### config.mk
export PLATFORM = sky130hd
export DESIGN_NAME = mandelbrot_escape_counter_unit_flat
export DESIGN_NICKNAME = d
export VERILOG_FILES = /design/src/hw/rtl/mbe_pkg.sv /design/src/hw/rtl/mbe_point_if.sv /design/src/hw/rtl/mbe_result_if.sv /design/src/hw/rtl/mbe_mul.sv /design/src/hw/rtl/mandelbrot_escape_counter_unit.sv /design/src/flat_wrapper.sv
export SDC_FILE = /design/constraint.sdc
export NUM_CORES = 2
export LEC_CHECK = 0
export BUFFER_PORTS_ARGS = -buffer_cell sky130_fd_sc_hd__buf_2
export CAP_MARGIN = 0
export CORE_MARGIN = 5
export CORE_UTILIZATION = 51
export CTS_BUF_LIST = sky130_fd_sc_hd__clkbuf_4 sky130_fd_sc_hd__clkbuf_8
export DETAILED_ROUTE_END_ITERATION = 10
export PLACE_DENSITY = 0.67
export SLEW_MARGIN = 20
export SYNTH_ARGS = -nofsm -noshare
export SYNTH_HDL_FRONTEND = slang
export SYNTH_SLANG_ARGS = --single-unit
### constraint.sdc
create_clock -name clk -period 8.9 [get_ports clk]
set_input_delay 0.89 -clock clk [delete_from_list [all_inputs] [get_ports clk]]
set_output_delay 0.89 -clock clk [all_outputs]
set_load 0.05 [all_outputs]
### src/hw/rtl/mbe_pkg.sv
`timescale 1ns / 1ps
`default_nettype none
// ----------------------------------------------------------------------------
// mbe_pkg
// Shared types and constants of the escape-time counter.
// ----------------------------------------------------------------------------
package mbe_pkg;

    // width of the iteration counter and of the limit register
    localparam int ITER_W = 16;

    // limit register value after reset
    localparam logic [ITER_W-1:0] MAX_ITER_RESET = 16'd1000;

    // status returned by the shared multiplier
    typedef struct packed {
        logic done;
        logic ovf;
    } mul_status_t;

endpackage
`default_nettype wire

### src/hw/rtl/mbe_point_if.sv
`timescale 1ns / 1ps
`default_nettype none
// ----------------------------------------------------------------------------
// mbe_point_if
// Input channel carrying one complex point per beat.
// ----------------------------------------------------------------------------
interface mbe_point_if #(
    parameter int COORD_WIDTH = 32
);
    logic                   valid;
    logic                   ready;
    logic [COORD_WIDTH-1:0] c_real;
    logic [COORD_WIDTH-1:0] c_imag;

    modport source (output valid, output c_real, output c_imag, input ready);
    modport sink   (input valid, input c_real, input c_imag, output ready);
endinterface
`default_nettype wire

### src/hw/rtl/mbe_result_if.sv
`timescale 1ns / 1ps
`default_nettype none
// ----------------------------------------------------------------------------
// mbe_result_if
// Output channel carrying one escape count per beat.
// ----------------------------------------------------------------------------
interface mbe_result_if;
    logic                      valid;
    logic                      ready;
    logic [mbe_pkg::ITER_W-1:0] iteration_count;
    logic                      reached_limit;

    modport source (output valid, output iteration_count, output reached_limit,
                    input ready);
    modport sink   (input valid, input iteration_count, input reached_limit,
                    output ready);
endinterface
`default_nettype wire

### src/hw/rtl/mbe_mul.sv
`timescale 1ns / 1ps
`default_nettype none
// ----------------------------------------------------------------------------
// mbe_mul
// Shared signed fixed-point multiplier. Splits the magnitudes into halves,
// forms four partial products, rounds to nearest (ties away from zero) and
// flags any result outside the coordinate range.
// ----------------------------------------------------------------------------
module mbe_mul #(
    parameter int COORD_WIDTH = 32,
    parameter int FRAC_BITS   = 28
) (
    input  wire logic                   clk,
    input  wire logic                   rst_n,
    input  wire logic                   start,
    input  wire logic [COORD_WIDTH-1:0] a,
    input  wire logic [COORD_WIDTH-1:0] b,
    output logic      [COORD_WIDTH-1:0] result,
    output mbe_pkg::mul_status_t        status
);

    localparam int HALF  = (COORD_WIDTH + 1) / 2;
    localparam int PP_W  = 2 * HALF;
    localparam int ACC_W = 2 * COORD_WIDTH;
    localparam int M_W   = ACC_W - FRAC_BITS;

    localparam logic [ACC_W-1:0] RND = ACC_W'(1) << (FRAC_BITS - 1);
    localparam logic [M_W-1:0]   VMAX_M =
        {{(M_W-COORD_WIDTH+1){1'b0}}, {(COORD_WIDTH-1){1'b1}}};

    typedef enum logic [1:0] {
        ST_IDLE,
        ST_RUN,
        ST_FIN
    } state_t;

    state_t                    state_reg, state_next;
    logic [2:0]                cnt_reg, cnt_next;
    logic [COORD_WIDTH-1:0]    a_mag_reg, a_mag_next;
    logic [COORD_WIDTH-1:0]    b_mag_reg, b_mag_next;
    logic                      neg_reg, neg_next;
    logic [ACC_W-1:0]          acc_reg, acc_next;
    logic [PP_W-1:0]           pp_reg, pp_next;
    logic [1:0]                sel_reg, sel_next;
    logic [COORD_WIDTH-1:0]    result_reg, result_next;
    mbe_pkg::mul_status_t      status_reg, status_next;

    logic [HALF-1:0]           op_a;
    logic [HALF-1:0]           op_b;
    logic [ACC_W-1:0]          pp_ext;
    logic [ACC_W-1:0]          pp_shifted;
    logic [M_W-1:0]            m_val;
    logic [M_W-1:0]            lim;

    // half selection for the current partial product
    always_comb
    begin
        op_a = cnt_reg[1] ? HALF'(a_mag_reg >> HALF) : a_mag_reg[HALF-1:0];
        op_b = cnt_reg[0] ? HALF'(b_mag_reg >> HALF) : b_mag_reg[HALF-1:0];
    end

    // alignment of the registered partial product
    always_comb
    begin
        pp_ext = ACC_W'(pp_reg);
        case (sel_reg) inside
            2'd0:       pp_shifted = pp_ext;
            2'd1, 2'd2: pp_shifted = pp_ext << HALF;
            default:    pp_shifted = pp_ext << (2 * HALF);
        endcase
    end

    // rounded magnitude and range limit
    assign m_val = acc_reg[ACC_W-1:FRAC_BITS];
    assign lim   = VMAX_M + M_W'(neg_reg);

    // sequencer
    always_comb
    begin
        state_next  = state_reg;
        cnt_next    = cnt_reg;
        a_mag_next  = a_mag_reg;
        b_mag_next  = b_mag_reg;
        neg_next    = neg_reg;
        acc_next    = acc_reg;
        pp_next     = pp_reg;
        sel_next    = sel_reg;
        result_next = result_reg;
        status_next = '0;

        unique case (state_reg)
            ST_IDLE:
            begin
                if (start)
                begin
                    a_mag_next = a[COORD_WIDTH-1] ? (~a + COORD_WIDTH'(1)) : a;
                    b_mag_next = b[COORD_WIDTH-1] ? (~b + COORD_WIDTH'(1)) : b;
                    neg_next   = a[COORD_WIDTH-1] ^ b[COORD_WIDTH-1];
                    acc_next   = RND;
                    cnt_next   = 3'd0;
                    state_next = ST_RUN;
                end
            end
            ST_RUN:
            begin
                if (cnt_reg != 3'd4)
                begin
                    pp_next  = op_a * op_b;
                    sel_next = cnt_reg[1:0];
                end
                if (cnt_reg != 3'd0)
                begin
                    acc_next = acc_reg + pp_shifted;
                end
                cnt_next = cnt_reg + 3'd1;
                if (cnt_reg == 3'd4)
                begin
                    state_next = ST_FIN;
                end
            end
            ST_FIN:
            begin
                status_next.done = 1'b1;
                status_next.ovf  = (m_val > lim);
                result_next      = neg_reg ? (~m_val[COORD_WIDTH-1:0] + COORD_WIDTH'(1))
                                           : m_val[COORD_WIDTH-1:0];
                state_next       = ST_IDLE;
            end
            default:
            begin
                state_next = ST_IDLE;
            end
        endcase
    end

    // control state and registered outputs
    always_ff @(posedge clk or negedge rst_n)
    begin
        if (!rst_n)
        begin
            state_reg  <= ST_IDLE;
            cnt_reg    <= 3'd0;
            status_reg <= '0;
        end
        else
        begin
            state_reg  <= state_next;
            cnt_reg    <= cnt_next;
            status_reg <= status_next;
        end
    end

    // datapath
    always_ff @(posedge clk)
    begin
        a_mag_reg  <= a_mag_next;
        b_mag_reg  <= b_mag_next;
        neg_reg    <= neg_next;
        acc_reg    <= acc_next;
        pp_reg     <= pp_next;
        sel_reg    <= sel_next;
        result_reg <= result_next;
    end

    assign result = result_reg;
    assign status = status_reg;

endmodule
`default_nettype wire

### src/hw/rtl/mandelbrot_escape_counter_unit.sv
`timescale 1ns / 1ps
`default_nettype none
// ----------------------------------------------------------------------------
// mandelbrot_escape_counter_unit
// Escape-time counter for one complex point: z = c*c + c, then z = z*z + c
// until |z|^2 reaches 4, a value leaves the coordinate range or the limit.
// ----------------------------------------------------------------------------
// A pass is three products on one shared multiplier plus the test, two adds and the
// loop check. Throughput: one point at a time; the next point can be taken in the
// cycle after the result is loaded into the output register, which must be empty
// or being read. Reset clears the control state and loads the iteration limit
// with 1000.
// ----------------------------------------------------------------------------
module mandelbrot_escape_counter_unit #(
    parameter int COORD_WIDTH = 32,
    parameter int FRAC_BITS   = 28
) (
    input  wire logic                       clk,
    input  wire logic                       rst_n,
    mbe_point_if.sink                       point,
    mbe_result_if.source                    result,
    input  wire logic                       cfg_we,
    input  wire logic [mbe_pkg::ITER_W-1:0] cfg_wdata
);

    localparam int W = COORD_WIDTH;
    localparam logic [W-1:0] FOUR = W'(4) << FRAC_BITS;

    typedef enum logic [2:0] {
        ST_IDLE,
        ST_GO,
        ST_WAIT,
        ST_TEST,
        ST_ADD1,
        ST_ADD2,
        ST_LOOP,
        ST_FIN
    } state_t;

    typedef enum logic [1:0] {
        OP_XS,
        OP_YS,
        OP_P
    } op_t;

    // control
    state_t                     state_reg, state_next;
    op_t                        op_reg, op_next;
    logic [mbe_pkg::ITER_W-1:0] iter_reg, iter_next;
    logic [mbe_pkg::ITER_W-1:0] max_reg, max_next;
    logic                       ovf_reg, ovf_next;
    logic                       first_reg, first_next;
    logic                       out_valid_reg, out_valid_next;
    logic [mbe_pkg::ITER_W-1:0] out_count_reg, out_count_next;
    logic                       out_limit_reg, out_limit_next;

    // datapath
    logic [W-1:0]               cr_reg, cr_next;
    logic [W-1:0]               ci_reg, ci_next;
    logic [W-1:0]               x_reg, x_next;
    logic [W-1:0]               y_reg, y_next;
    logic [W-1:0]               xs_reg, xs_next;
    logic [W-1:0]               ys_reg, ys_next;
    logic [W-1:0]               p_reg, p_next;

    // shared multiplier
    logic                       mul_start;
    logic [W-1:0]               mul_a;
    logic [W-1:0]               mul_b;
    logic [W-1:0]               mul_result;
    mbe_pkg::mul_status_t       mul_status;

    // checked adders
    logic [W:0]                 add_y;
    logic [W:0]                 add_x;
    logic [W-1:0]               mag_sum;

    mbe_mul #(
        .COORD_WIDTH (COORD_WIDTH),
        .FRAC_BITS   (FRAC_BITS)
    ) u_mul (
        .clk    (clk),
        .rst_n  (rst_n),
        .start  (mul_start),
        .a      (mul_a),
        .b      (mul_b),
        .result (mul_result),
        .status (mul_status)
    );

    // operand selection for the shared multiplier
    always_comb
    begin
        mul_a = x_reg;
        mul_b = x_reg;
        case (op_reg)
            OP_YS:
            begin
                mul_a = y_reg;
                mul_b = y_reg;
            end
            OP_P:
            begin
                mul_b = y_reg;
            end
            default:
            begin
                mul_b = x_reg;
            end
        endcase
    end

    // first add: ci + p and cr - ys; second add: + p and + xs
    always_comb
    begin
        if (state_reg == ST_ADD1)
        begin
            add_y = {ci_reg[W-1], ci_reg} + {p_reg[W-1], p_reg};
            add_x = {cr_reg[W-1], cr_reg} - {ys_reg[W-1], ys_reg};
        end
        else
        begin
            add_y = {y_reg[W-1], y_reg} + {p_reg[W-1], p_reg};
            add_x = {x_reg[W-1], x_reg} + {xs_reg[W-1], xs_reg};
        end
    end

    // squared magnitude, both terms non-negative
    assign mag_sum = xs_reg + ys_reg;

    // sequencer
    always_comb
    begin
        state_next     = state_reg;
        op_next        = op_reg;
        iter_next      = iter_reg;
        max_next       = max_reg;
        ovf_next       = ovf_reg;
        first_next     = first_reg;
        out_valid_next = out_valid_reg;
        out_count_next = out_count_reg;
        out_limit_next = out_limit_reg;
        cr_next        = cr_reg;
        ci_next        = ci_reg;
        x_next         = x_reg;
        y_next         = y_reg;
        xs_next        = xs_reg;
        ys_next        = ys_reg;
        p_next         = p_reg;
        mul_start      = 1'b0;

        // limit register write
        if (cfg_we)
        begin
            max_next = cfg_wdata;
        end

        // output beat taken
        if (out_valid_reg && result.ready)
        begin
            out_valid_next = 1'b0;
        end

        unique case (state_reg)
            ST_IDLE:
            begin
                if (point.valid)
                begin
                    cr_next    = point.c_real;
                    ci_next    = point.c_imag;
                    x_next     = point.c_real;
                    y_next     = point.c_imag;
                    iter_next  = '0;
                    ovf_next   = 1'b0;
                    first_next = 1'b1;
                    op_next    = OP_XS;
                    state_next = ST_GO;
                end
            end
            ST_GO:
            begin
                mul_start  = 1'b1;
                state_next = ST_WAIT;
            end
            ST_WAIT:
            begin
                if (mul_status.done)
                begin
                    ovf_next = ovf_reg | mul_status.ovf;
                    unique case (op_reg)
                        OP_XS:
                        begin
                            xs_next    = mul_result;
                            op_next    = OP_YS;
                            state_next = ST_GO;
                        end
                        OP_YS:
                        begin
                            ys_next    = mul_result;
                            state_next = ST_TEST;
                        end
                        default:
                        begin
                            p_next     = mul_result;
                            state_next = ST_ADD1;
                        end
                    endcase
                end
            end
            ST_TEST:
            begin
                if (!first_reg && (ovf_reg || (mag_sum >= FOUR)))
                begin
                    state_next = ST_FIN;
                end
                else
                begin
                    if (!first_reg)
                    begin
                        iter_next = iter_reg + 1'b1;
                    end
                    op_next    = OP_P;
                    state_next = ST_GO;
                end
            end
            ST_ADD1:
            begin
                y_next     = add_y[W-1:0];
                x_next     = add_x[W-1:0];
                ovf_next   = ovf_reg | (add_y[W] ^ add_y[W-1]) | (add_x[W] ^ add_x[W-1]);
                state_next = ST_ADD2;
            end
            ST_ADD2:
            begin
                y_next     = add_y[W-1:0];
                x_next     = add_x[W-1:0];
                ovf_next   = ovf_reg | (add_y[W] ^ add_y[W-1]) | (add_x[W] ^ add_x[W-1]);
                state_next = ST_LOOP;
            end
            ST_LOOP:
            begin
                first_next = 1'b0;
                if ((iter_reg < max_reg) && !ovf_reg)
                begin
                    op_next    = OP_XS;
                    state_next = ST_GO;
                end
                else
                begin
                    state_next = ST_FIN;
                end
            end
            ST_FIN:
            begin
                if (!out_valid_reg || result.ready)
                begin
                    out_valid_next = 1'b1;
                    out_count_next = iter_reg;
                    out_limit_next = (iter_reg == max_reg);
                    state_next     = ST_IDLE;
                end
            end
            default:
            begin
                state_next = ST_IDLE;
            end
        endcase
    end

    // state and registered outputs
    always_ff @(posedge clk or negedge rst_n)
    begin
        if (!rst_n)
        begin
            state_reg     <= ST_IDLE;
            op_reg        <= OP_XS;
            iter_reg      <= '0;
            max_reg       <= mbe_pkg::MAX_ITER_RESET;
            ovf_reg       <= 1'b0;
            first_reg     <= 1'b0;
            out_valid_reg <= 1'b0;
            out_count_reg <= '0;
            out_limit_reg <= 1'b0;
        end
        else
        begin
            state_reg     <= state_next;
            op_reg        <= op_next;
            iter_reg      <= iter_next;
            max_reg       <= max_next;
            ovf_reg       <= ovf_next;
            first_reg     <= first_next;
            out_valid_reg <= out_valid_next;
            out_count_reg <= out_count_next;
            out_limit_reg <= out_limit_next;
        end
    end

    // coordinate registers
    always_ff @(posedge clk)
    begin
        cr_reg <= cr_next;
        ci_reg <= ci_next;
        x_reg  <= x_next;
        y_reg  <= y_next;
        xs_reg <= xs_next;
        ys_reg <= ys_next;
        p_reg  <= p_next;
    end

    // channel outputs
    assign point.ready            = (state_reg == ST_IDLE);
    assign result.valid           = out_valid_reg;
    assign result.iteration_count = out_count_reg;
    assign result.reached_limit   = out_limit_reg;

endmodule
`default_nettype wire

### src/flat_wrapper.sv
// flat-port wrapper written by rule: the top's interface ports become plain ports
module mandelbrot_escape_counter_unit_flat 
#(
    parameter int COORD_WIDTH = 32,
    parameter int FRAC_BITS   = 28
)
  (clk, rst_n, cfg_we, cfg_wdata, point_valid, point_c_real, point_c_imag, point_ready, result_valid, result_iteration_count, result_reached_limit, result_ready);
  mbe_point_if #(.COORD_WIDTH(COORD_WIDTH)) point_i ();
  mbe_result_if result_i ();
  input  wire logic clk;
  input  wire logic rst_n;
  input  wire logic cfg_we;
  input  wire logic [mbe_pkg::ITER_W-1:0] cfg_wdata;
  input wire logic [$bits(point_i.valid)-1:0] point_valid;
  input wire logic [$bits(point_i.c_real)-1:0] point_c_real;
  input wire logic [$bits(point_i.c_imag)-1:0] point_c_imag;
  output wire logic [$bits(point_i.ready)-1:0] point_ready;
  output wire logic [$bits(result_i.valid)-1:0] result_valid;
  output wire logic [$bits(result_i.iteration_count)-1:0] result_iteration_count;
  output wire logic [$bits(result_i.reached_limit)-1:0] result_reached_limit;
  input wire logic [$bits(result_i.ready)-1:0] result_ready;
  assign point_i.valid = point_valid;
  assign point_i.c_real = point_c_real;
  assign point_i.c_imag = point_c_imag;
  assign point_ready = point_i.ready;
  assign result_valid = result_i.valid;
  assign result_iteration_count = result_i.iteration_count;
  assign result_reached_limit = result_i.reached_limit;
  assign result_i.ready = result_ready;
  mandelbrot_escape_counter_unit #(.COORD_WIDTH(COORD_WIDTH), .FRAC_BITS(FRAC_BITS)) u_core (.clk(clk), .rst_n(rst_n), .point(point_i), .result(result_i), .cfg_we(cfg_we), .cfg_wdata(cfg_wdata));
endmodule
# Word level (Yosys, flattened, before mapping)
# Cells that the tools add are included.
dict set report op_classes {
  addsub 12
  multipliers 1
  order_cmp 3
  n_eq_ne 26
  n_mux 50
  n_bitwise 10
  n_reduce_logical 39
}
# op n
set ops {}
lappend ops {{$mux W64} 4}
lappend ops {{$mux W32} 5}
lappend ops {{$pmux W32 S2} 2}
lappend ops {{$pmux W64 S2} 1}
lappend ops {{$add A32 B32 Y33} 3}
lappend ops {{$add A32 B1 Y32 const B} 3}
lappend ops {{$not A32 Y32} 3}
lappend ops {{$mux W16} 5}
lappend ops {{$mux W33} 2}
lappend ops {{$add A64 B64 Y64} 1}
lappend ops {{$mux W31} 2}
lappend ops {{$gt A36 B32 Y1} 1}
lappend ops {{$sub A32 B32 Y33} 1}
lappend ops {{$add A31 B1 Y32 const A} 1}
lappend ops {{$add A32 B32 Y32} 1}
lappend ops {{$ge A32 B31 Y1 const B} 1}
lappend ops {{$mul A16 B16 Y32} 1}
lappend ops {{$pmux W16 S2} 1}
lappend ops {{$pmux W3 S8} 1}
lappend ops {{$mux W3} 6}
lappend ops {{$reduce_and A3 Y1} 6}
lappend ops {{$add A16 B1 Y16 const B} 1}
lappend ops {{$eq A16 B16 Y1} 1}
lappend ops {{$lt A16 B16 Y1} 1}
lappend ops {{31 further kinds} 87}
dict set report word_totals {
  regBits 483
  in_bits 85
  out_inout_bits 19
  word_cells 170
}

# Longest topological paths before layout
dict set report logic_depth {
  depth_word 7
  mapped_depth 29
  depth_no_buf 26
}

# By module
# A second synthesis with hierarchy kept.
dict set report hier_totals {
  cells_unflattened 3997
  area_unflattened_um2 39729.4
}
# module n_inst cells_each area_per_inst_um2 seq_area_each_um2
set by_module_without_submodules {}
lappend by_module_without_submodules {mbe_mul 1 2351 22371.5 6030.8}
lappend by_module_without_submodules {mandelbrot_escape_counter_unit 1 1646 17357.9 8160.3}

# Worst setup path after synthesis
# OpenSTA, ideal clock, no wires.
dict set report synth_timing {
  path_type {flip-flop to flip-flop}
  start {reg u_core.u_mul.cnt_reg[1]}
  end {reg u_core.u_mul.pp_reg[30] (data pin)}
  setup_time_ps 257
  arrival_ps 7404
  t_required_ps 8643
  path_slack_ps 1239
  path_stages_with_launch 28
  path_buffers 3
  synth_period_minus_slack_ps 7661
  path_cell_list {dfrtp_1 clkbuf_1 clkbuf_1 clkbuf_1 mux2i_1 nor2_1 fa_1 inv_1 fa_1 fa_1 inv_1 fa_1 fa_1 inv_1 fa_1 inv_1 ha_1 a21oi_1 o21ai_0 a21o_1 a21o_1 a211o_1 a41o_1 a41o_1 o41ai_2 o21bai_1 a21o_1 xor2_1}
}
dict set report synth_between {
  elab_chain_len 2
}
# element line
set synth_lines {}
lappend synth_lines {{from (decl)} mbe_mul.sv:38} ;# logic [2:0] cnt_reg, cnt_next;
lappend synth_lines {{from (signal assigned)} mbe_mul.sv:148} ;# cnt_reg <= cnt_next;
lappend synth_lines {{$mux W16} mbe_mul.sv:58} ;# op_a = cnt_reg[1] ? HALF'(a_mag_reg >> HALF) : a_mag_reg[HALF-1:0];
lappend synth_lines {{$mul A16 B16 Y32} mbe_mul.sv:108} ;# pp_next = op_a * op_b;
lappend synth_lines {{to (signal assigned)} mbe_mul.sv:160} ;# pp_reg <= pp_next;
lappend synth_lines {{to (decl)} mbe_mul.sv:43} ;# logic [PP_W-1:0] pp_reg, pp_next;
# Every way passes these cells.
# A chain may end at the register's enable or synchronous reset.

# Final worst setup path
dict set report layout_timing {
  start {reg u_core.u_mul.cnt_reg[0]}
  end {reg u_core.u_mul.pp_reg[31] (data pin)}
}
dict set report layout_between {
  elab_chain_len 2
}
# element line
set layout_lines {}
lappend layout_lines {{$mux W16} mbe_mul.sv:59} ;# op_b = cnt_reg[0] ? HALF'(b_mag_reg >> HALF) : b_mag_reg[HALF-1:0];
lappend layout_lines {{$mul A16 B16 Y32} mbe_mul.sv:108}
# Every way passes these cells.

==> flow_results.xml <==
<?xml version="1.0" encoding="UTF-8"?>
<metrics>
  <group name="grt">
    <metric name="grt_max_degree" unit="">103</metric>
    <metric name="grt_pass1_vias" unit="">29133</metric>
    <metric name="antenna_found_initial" unit="">2</metric>
    <metric name="grt-ovfl-total" unit="">0</metric>
    <metric name="wire_length_of_the_first_global_routing_pass" unit="µm">167000</metric>
    <metric name="globalRouteTotalUtil" unit="">0.258</metric>
  </group>
  <group name="worst_setup_path">
    <metric name="critPathLaunchType" unit="">register</metric>
    <metric name="worstSetupEndpointType" unit="">register</metric>
    <metric name="reg2regPathDepth" unit="">25</metric>
    <metric name="timing.critical_path.required" unit="ns">9.33</metric>
    <metric name="crit_family" unit="">adder cells</metric>
    <metric name="worst-path-max-fanout" unit="">19</metric>
    <metric name="critPathMostFrequentCell" unit="">sky130_fd_sc_hd__fa_1</metric>
    <metric name="r2r_slack" unit="ns">0.81</metric>
    <metric name="worstPathBufferInverterCount" unit="">5</metric>
    <metric name="slowest_stage" unit="">sky130_fd_sc_hd__dfrtp_1</metric>
    <metric name="cp.arrival" unit="ns">8.52</metric>
    <metric name="end_of_the_worst_register_to_register_path" unit="">u_core.u_mul.pp_reg[31]$_DFFE_PP_</metric>
    <metric name="cp_slowest_stage_delay" unit="ns">0.67</metric>
    <metric name="timing.setup.critical_path_class" unit="">reg2reg</metric>
    <metric name="worst_r2r_startpoint" unit="">u_core.u_mul.cnt_reg[0]$_DFFE_PN0P_</metric>
  </group>
  <group name="clock_network">
    <metric name="post_cts_resize_count" unit="">0</metric>
    <metric name="h-tree-depth" unit="">3</metric>
    <metric name="cts_hold_repair.buffers" unit="">0</metric>
    <metric name="worst_setup_hold_path_clk_slew" unit="ns">0.07</metric>
    <metric name="cts_root_buffer" unit="">sky130_fd_sc_hd__clkbuf_8</metric>
    <metric name="clock_network_latency_to_the_later_pin_of_the_worst_skew_pair" unit="ns">0.71</metric>
    <metric name="cts_buffers" unit="">87</metric>
    <metric name="tritoncts" unit="">yes</metric>
    <metric name="cts-root-to-sink-buffers" unit="">3</metric>
    <metric name="cts_sinks" unit="">483</metric>
    <metric name="postCtsSetupBuffers" unit="">0</metric>
  </group>
  <group name="sta">
    <metric name="slew_headroom" unit="">0.318</metric>
    <metric name="timing.final.ws_setup" unit="ns">0.808</metric>
    <metric name="finalCriticalPeriod" unit="ns">8.09</metric>
    <metric name="max_clock_freq" unit="MHz">124</metric>
    <metric name="worstMarginPinSlew" unit="ns">1.02</metric>
    <metric name="setup_repair_after_global_routing_missed_its_margin" unit="">false</metric>
    <metric name="setup-violations-final" unit="">0</metric>
    <metric name="timing.final.crit_share" unit="">0.909</metric>
    <metric name="fin_tns_setup" unit="ns">0</metric>
    <metric name="final_hold_violating_endpoints" unit="">0</metric>
    <metric name="worst_clock_skew" unit="ns">0.0504</metric>
    <metric name="slew_violations" unit="">0</metric>
  </group>
  <group name="placement">
    <metric name="placedInstanceArea" unit="µm²">40800</metric>
    <metric name="place_congestion" unit="">0.978</metric>
    <metric name="hpwl" unit="µm">81800</metric>
    <metric name="port-buffer-count" unit="">103</metric>
    <metric name="preCtsSetupSlack" unit="ns">0.923</metric>
  </group>
  <group name="hold_path">
    <metric name="hold_path.startpoint" unit="">point_c_real[13]</metric>
    <metric name="whs_path_depth" unit="">1</metric>
    <metric name="min_path_type" unit="">in2reg</metric>
    <metric name="hold_end" unit="">u_core.cr_reg[13]$_DFFE_PP_</metric>
  </group>
  <group name="synth">
    <metric name="leading_cell_type_by_number_of_instances_after_synthesis" unit="">sky130_fd_sc_hd__edfxtp_1</metric>
    <metric name="ys_warn_count" unit="">0</metric>
    <metric name="synth_largest_type_area_fraction" unit="">0.322</metric>
    <metric name="ys.flop_type" unit="">sky130_fd_sc_hd__edfxtp_1</metric>
    <metric name="ys_top_cells_by_count" unit="">sky130_fd_sc_hd__edfxtp_1, sky130_fd_sc_hd__nand2_1, sky130_fd_sc_hd__ha_1</metric>
    <metric name="biggest_area_contributors_in_the_synthesized_netlist" unit="">sky130_fd_sc_hd__edfxtp_1, sky130_fd_sc_hd__ha_1, sky130_fd_sc_hd__fa_1</metric>
    <metric name="postSynth.asyncResetShare" unit="">0.133</metric>
    <metric name="yosysSeqAreaShare" unit="">0.363</metric>
    <metric name="cell_taking_the_most_area_after_synthesis" unit="">sky130_fd_sc_hd__edfxtp_1</metric>
    <metric name="synth_cell_types" unit="">72</metric>
    <metric name="post_synth_instance_area" unit="µm²">39100</metric>
    <metric name="synth_edf_count" unit="">419</metric>
    <metric name="synthesis.instances" unit="">3908</metric>
    <metric name="synth.avg_cell_area" unit="µm²">9.99</metric>
    <metric name="synth_seq_cells" unit="">483</metric>
    <metric name="syn_nets" unit="">4543</metric>
  </group>
  <group name="floorplan">
    <metric name="floorplan.initialDensity" unit="">0.514</metric>
    <metric name="io-pin-count" unit="">104</metric>
    <metric name="fp.dieW" unit="µm">287</metric>
    <metric name="placement_rows" unit="">101</metric>
    <metric name="total_core_area" unit="µm²">75900</metric>
    <metric name="design.die.area" unit="µm²">82200</metric>
    <metric name="fp.dieH" unit="µm">287</metric>
  </group>
  <group name="run">
    <metric name="cap_viol_max_count" unit="">0</metric>
  </group>
  <group name="routing">
    <metric name="post-route-drc-count" unit="">0</metric>
    <metric name="initialDrtViolationCount" unit="">2535</metric>
    <metric name="routedWlPerCell" unit="µm">20.8</metric>
    <metric name="number_of_optimization_iterations_in_the_first_detailed_route_pass" unit="">6</metric>
    <metric name="dr_vias" unit="">29634</metric>
    <metric name="ant_nets" unit="">0</metric>
    <metric name="route.final.wire_length" unit="µm">107000</metric>
    <metric name="post_drt_via_cell_ratio" unit="">5.78</metric>
  </group>
  <group name="layout">
    <metric name="largest_reg_flops" unit="">64</metric>
    <metric name="area.growth.synth_to_final" unit="%">9.18</metric>
    <metric name="fillers" unit="">6631</metric>
    <metric name="fin_area" unit="µm²">42600</metric>
    <metric name="finalNetCount" unit="">4662</metric>
    <metric name="drive_above_1_share" unit="">0.104</metric>
  </group>
  <group name="outcome">
    <metric name="run_status" unit="">finished, final reports clean</metric>
  </group>
</metrics>
==> layout make-up <==
type / count / area (µm²) / share of cell area
antenna: 2 / 5.00 / 0.000117
clock buffer: 121 / 1520 / 0.0357
clock inverter: 37 / 320 / 0.00751
inverter: 350 / 1320 / 0.0308
multi-input combinational: 2961 / 23200 / 0.543
sequential: 483 / 14200 / 0.333
tap: 1030 / 1290 / 0.0302
timing repair buffer: 144 / 823 / 0.0193
==> how the worst max path moves through the flow <==
stage,startpoint,to,slack [ns],depth (start not counted)
after floorplan,u_core.u_mul.cnt_reg[1]$_DFFE_PN0P_,u_core.u_mul.pp_reg[30]$_DFFE_PP_,1.24,27
after global placement,u_core.u_mul.cnt_reg[0]$_DFFE_PN0P_,u_core.u_mul.pp_reg[31]$_DFFE_PP_,1.17,25
after detailed placement,u_core.u_mul.cnt_reg[0]$_DFFE_PN0P_,u_core.u_mul.pp_reg[31]$_DFFE_PP_,0.92,25
after CTS,u_core.u_mul.cnt_reg[0]$_DFFE_PN0P_,u_core.u_mul.pp_reg[31]$_DFFE_PP_,0.91,25
after global routing,u_core.u_mul.cnt_reg[0]$_DFFE_PN0P_,u_core.u_mul.pp_reg[31]$_DFFE_PP_,0.40,25
final,u_core.u_mul.cnt_reg[0]$_DFFE_PN0P_,u_core.u_mul.pp_reg[31]$_DFFE_PP_,0.81,25
==> worst register-to-register path, stage by stage (launching register included) <==
cell	delay (ns)
sky130_fd_sc_hd__dfrtp_1	0.67
sky130_fd_sc_hd__buf_4	0.37
sky130_fd_sc_hd__mux2i_1	0.66
sky130_fd_sc_hd__nor2_1	0.14
sky130_fd_sc_hd__fa_1	0.54
sky130_fd_sc_hd__inv_1	0.05
sky130_fd_sc_hd__fa_1	0.47
sky130_fd_sc_hd__inv_1	0.05
sky130_fd_sc_hd__fa_1	0.51
sky130_fd_sc_hd__fa_1	0.52
sky130_fd_sc_hd__fa_1	0.61
sky130_fd_sc_hd__inv_1	0.08
sky130_fd_sc_hd__fa_1	0.53
sky130_fd_sc_hd__inv_1	0.04
sky130_fd_sc_hd__ha_1	0.34
sky130_fd_sc_hd__and3_1	0.20
sky130_fd_sc_hd__a221oi_1	0.29
sky130_fd_sc_hd__o21ai_0	0.17
sky130_fd_sc_hd__nor3b_1	0.20
sky130_fd_sc_hd__o21ai_0	0.19
sky130_fd_sc_hd__a31oi_1	0.29
sky130_fd_sc_hd__a21oi_1	0.18
sky130_fd_sc_hd__and4_1	0.27
sky130_fd_sc_hd__o31a_1	0.29
sky130_fd_sc_hd__nor2_1	0.11
sky130_fd_sc_hd__xnor2_1	0.07
==> through the flow <==
stage / hold slack (ns) / utilization / instances
2_1_floorplan: 0.440 / - / 3908
3_3_place_gp: 0.461 / 0.537 / 4968
3_5_place_dp: 0.459 / 0.537 / 4968
4_1_cts: 0.322 / 0.561 / 5126
5_1_grt: 0.338 / 0.561 / 5127
6_report: 0.369 / 0.561 / 5128
==> layout by cell type (no fill, tap or decap), types with 10 or more instances in the layout <==
cell type	n
sky130_fd_sc_hd__a211o_1	10
sky130_fd_sc_hd__a211oi_1	18
sky130_fd_sc_hd__a21o_1	126
sky130_fd_sc_hd__a21oi_1	225
sky130_fd_sc_hd__a221o_1	12
sky130_fd_sc_hd__a31oi_1	33
sky130_fd_sc_hd__and2_1	43
sky130_fd_sc_hd__and3_1	38
sky130_fd_sc_hd__buf_2	103
sky130_fd_sc_hd__buf_4	41
sky130_fd_sc_hd__clkbuf_4	23
sky130_fd_sc_hd__clkbuf_8	98
sky130_fd_sc_hd__clkinv_1	15
sky130_fd_sc_hd__clkinv_2	12
sky130_fd_sc_hd__dfrtp_1	57
sky130_fd_sc_hd__edfxtp_1	419
sky130_fd_sc_hd__fa_1	199
sky130_fd_sc_hd__ha_1	349
sky130_fd_sc_hd__inv_1	348
sky130_fd_sc_hd__mux2_2	86
sky130_fd_sc_hd__mux2i_1	116
sky130_fd_sc_hd__nand2_1	388
sky130_fd_sc_hd__nand2b_1	41
sky130_fd_sc_hd__nand3_1	39
sky130_fd_sc_hd__nand4_1	39
sky130_fd_sc_hd__nor2_1	349
sky130_fd_sc_hd__nor2b_1	31
sky130_fd_sc_hd__nor3_1	59
sky130_fd_sc_hd__nor3b_1	11
sky130_fd_sc_hd__o211ai_1	21
sky130_fd_sc_hd__o21a_1	31
sky130_fd_sc_hd__o21ai_0	217
sky130_fd_sc_hd__o21bai_1	24
sky130_fd_sc_hd__o31ai_1	28
sky130_fd_sc_hd__or2_2	16
sky130_fd_sc_hd__or3_1	29
sky130_fd_sc_hd__xnor2_1	162
sky130_fd_sc_hd__xor2_1	93
==> layer usage <==
| layer | track usage | vias up | routed length [µm] |
|---|---|---|---|
| met2 | 0.407 | 965 | 48000 |
| met5 | 0 | - | 0 |
| met3 | 0.0419 | 199 | 7180 |
| met4 | 0.0755 | 0 | 3300 |
| li1 | - | 14064 | - |
| met1 | 0.370 | 14406 | 48200 |
==> logic make-up (layout without fill, tap and decap cells) <==
group	Yosys count	in the layout	share of synthesized area
AOI/OAI and AO/OA	839	839	0.136
adders and majority gates	550	550	0.214
other	0	2	0
DFF	483	483	0.363
muxes	202	202	0.0545
and+or+nand+nor	1115	1115	0.130
xor gates and xnor gates	255	255	0.0572
buffers and inverters	464	652	0.0448
Power is not shown: default switching activity piles up to over one toggle a cycle in this logic, so the estimate is an artifact.
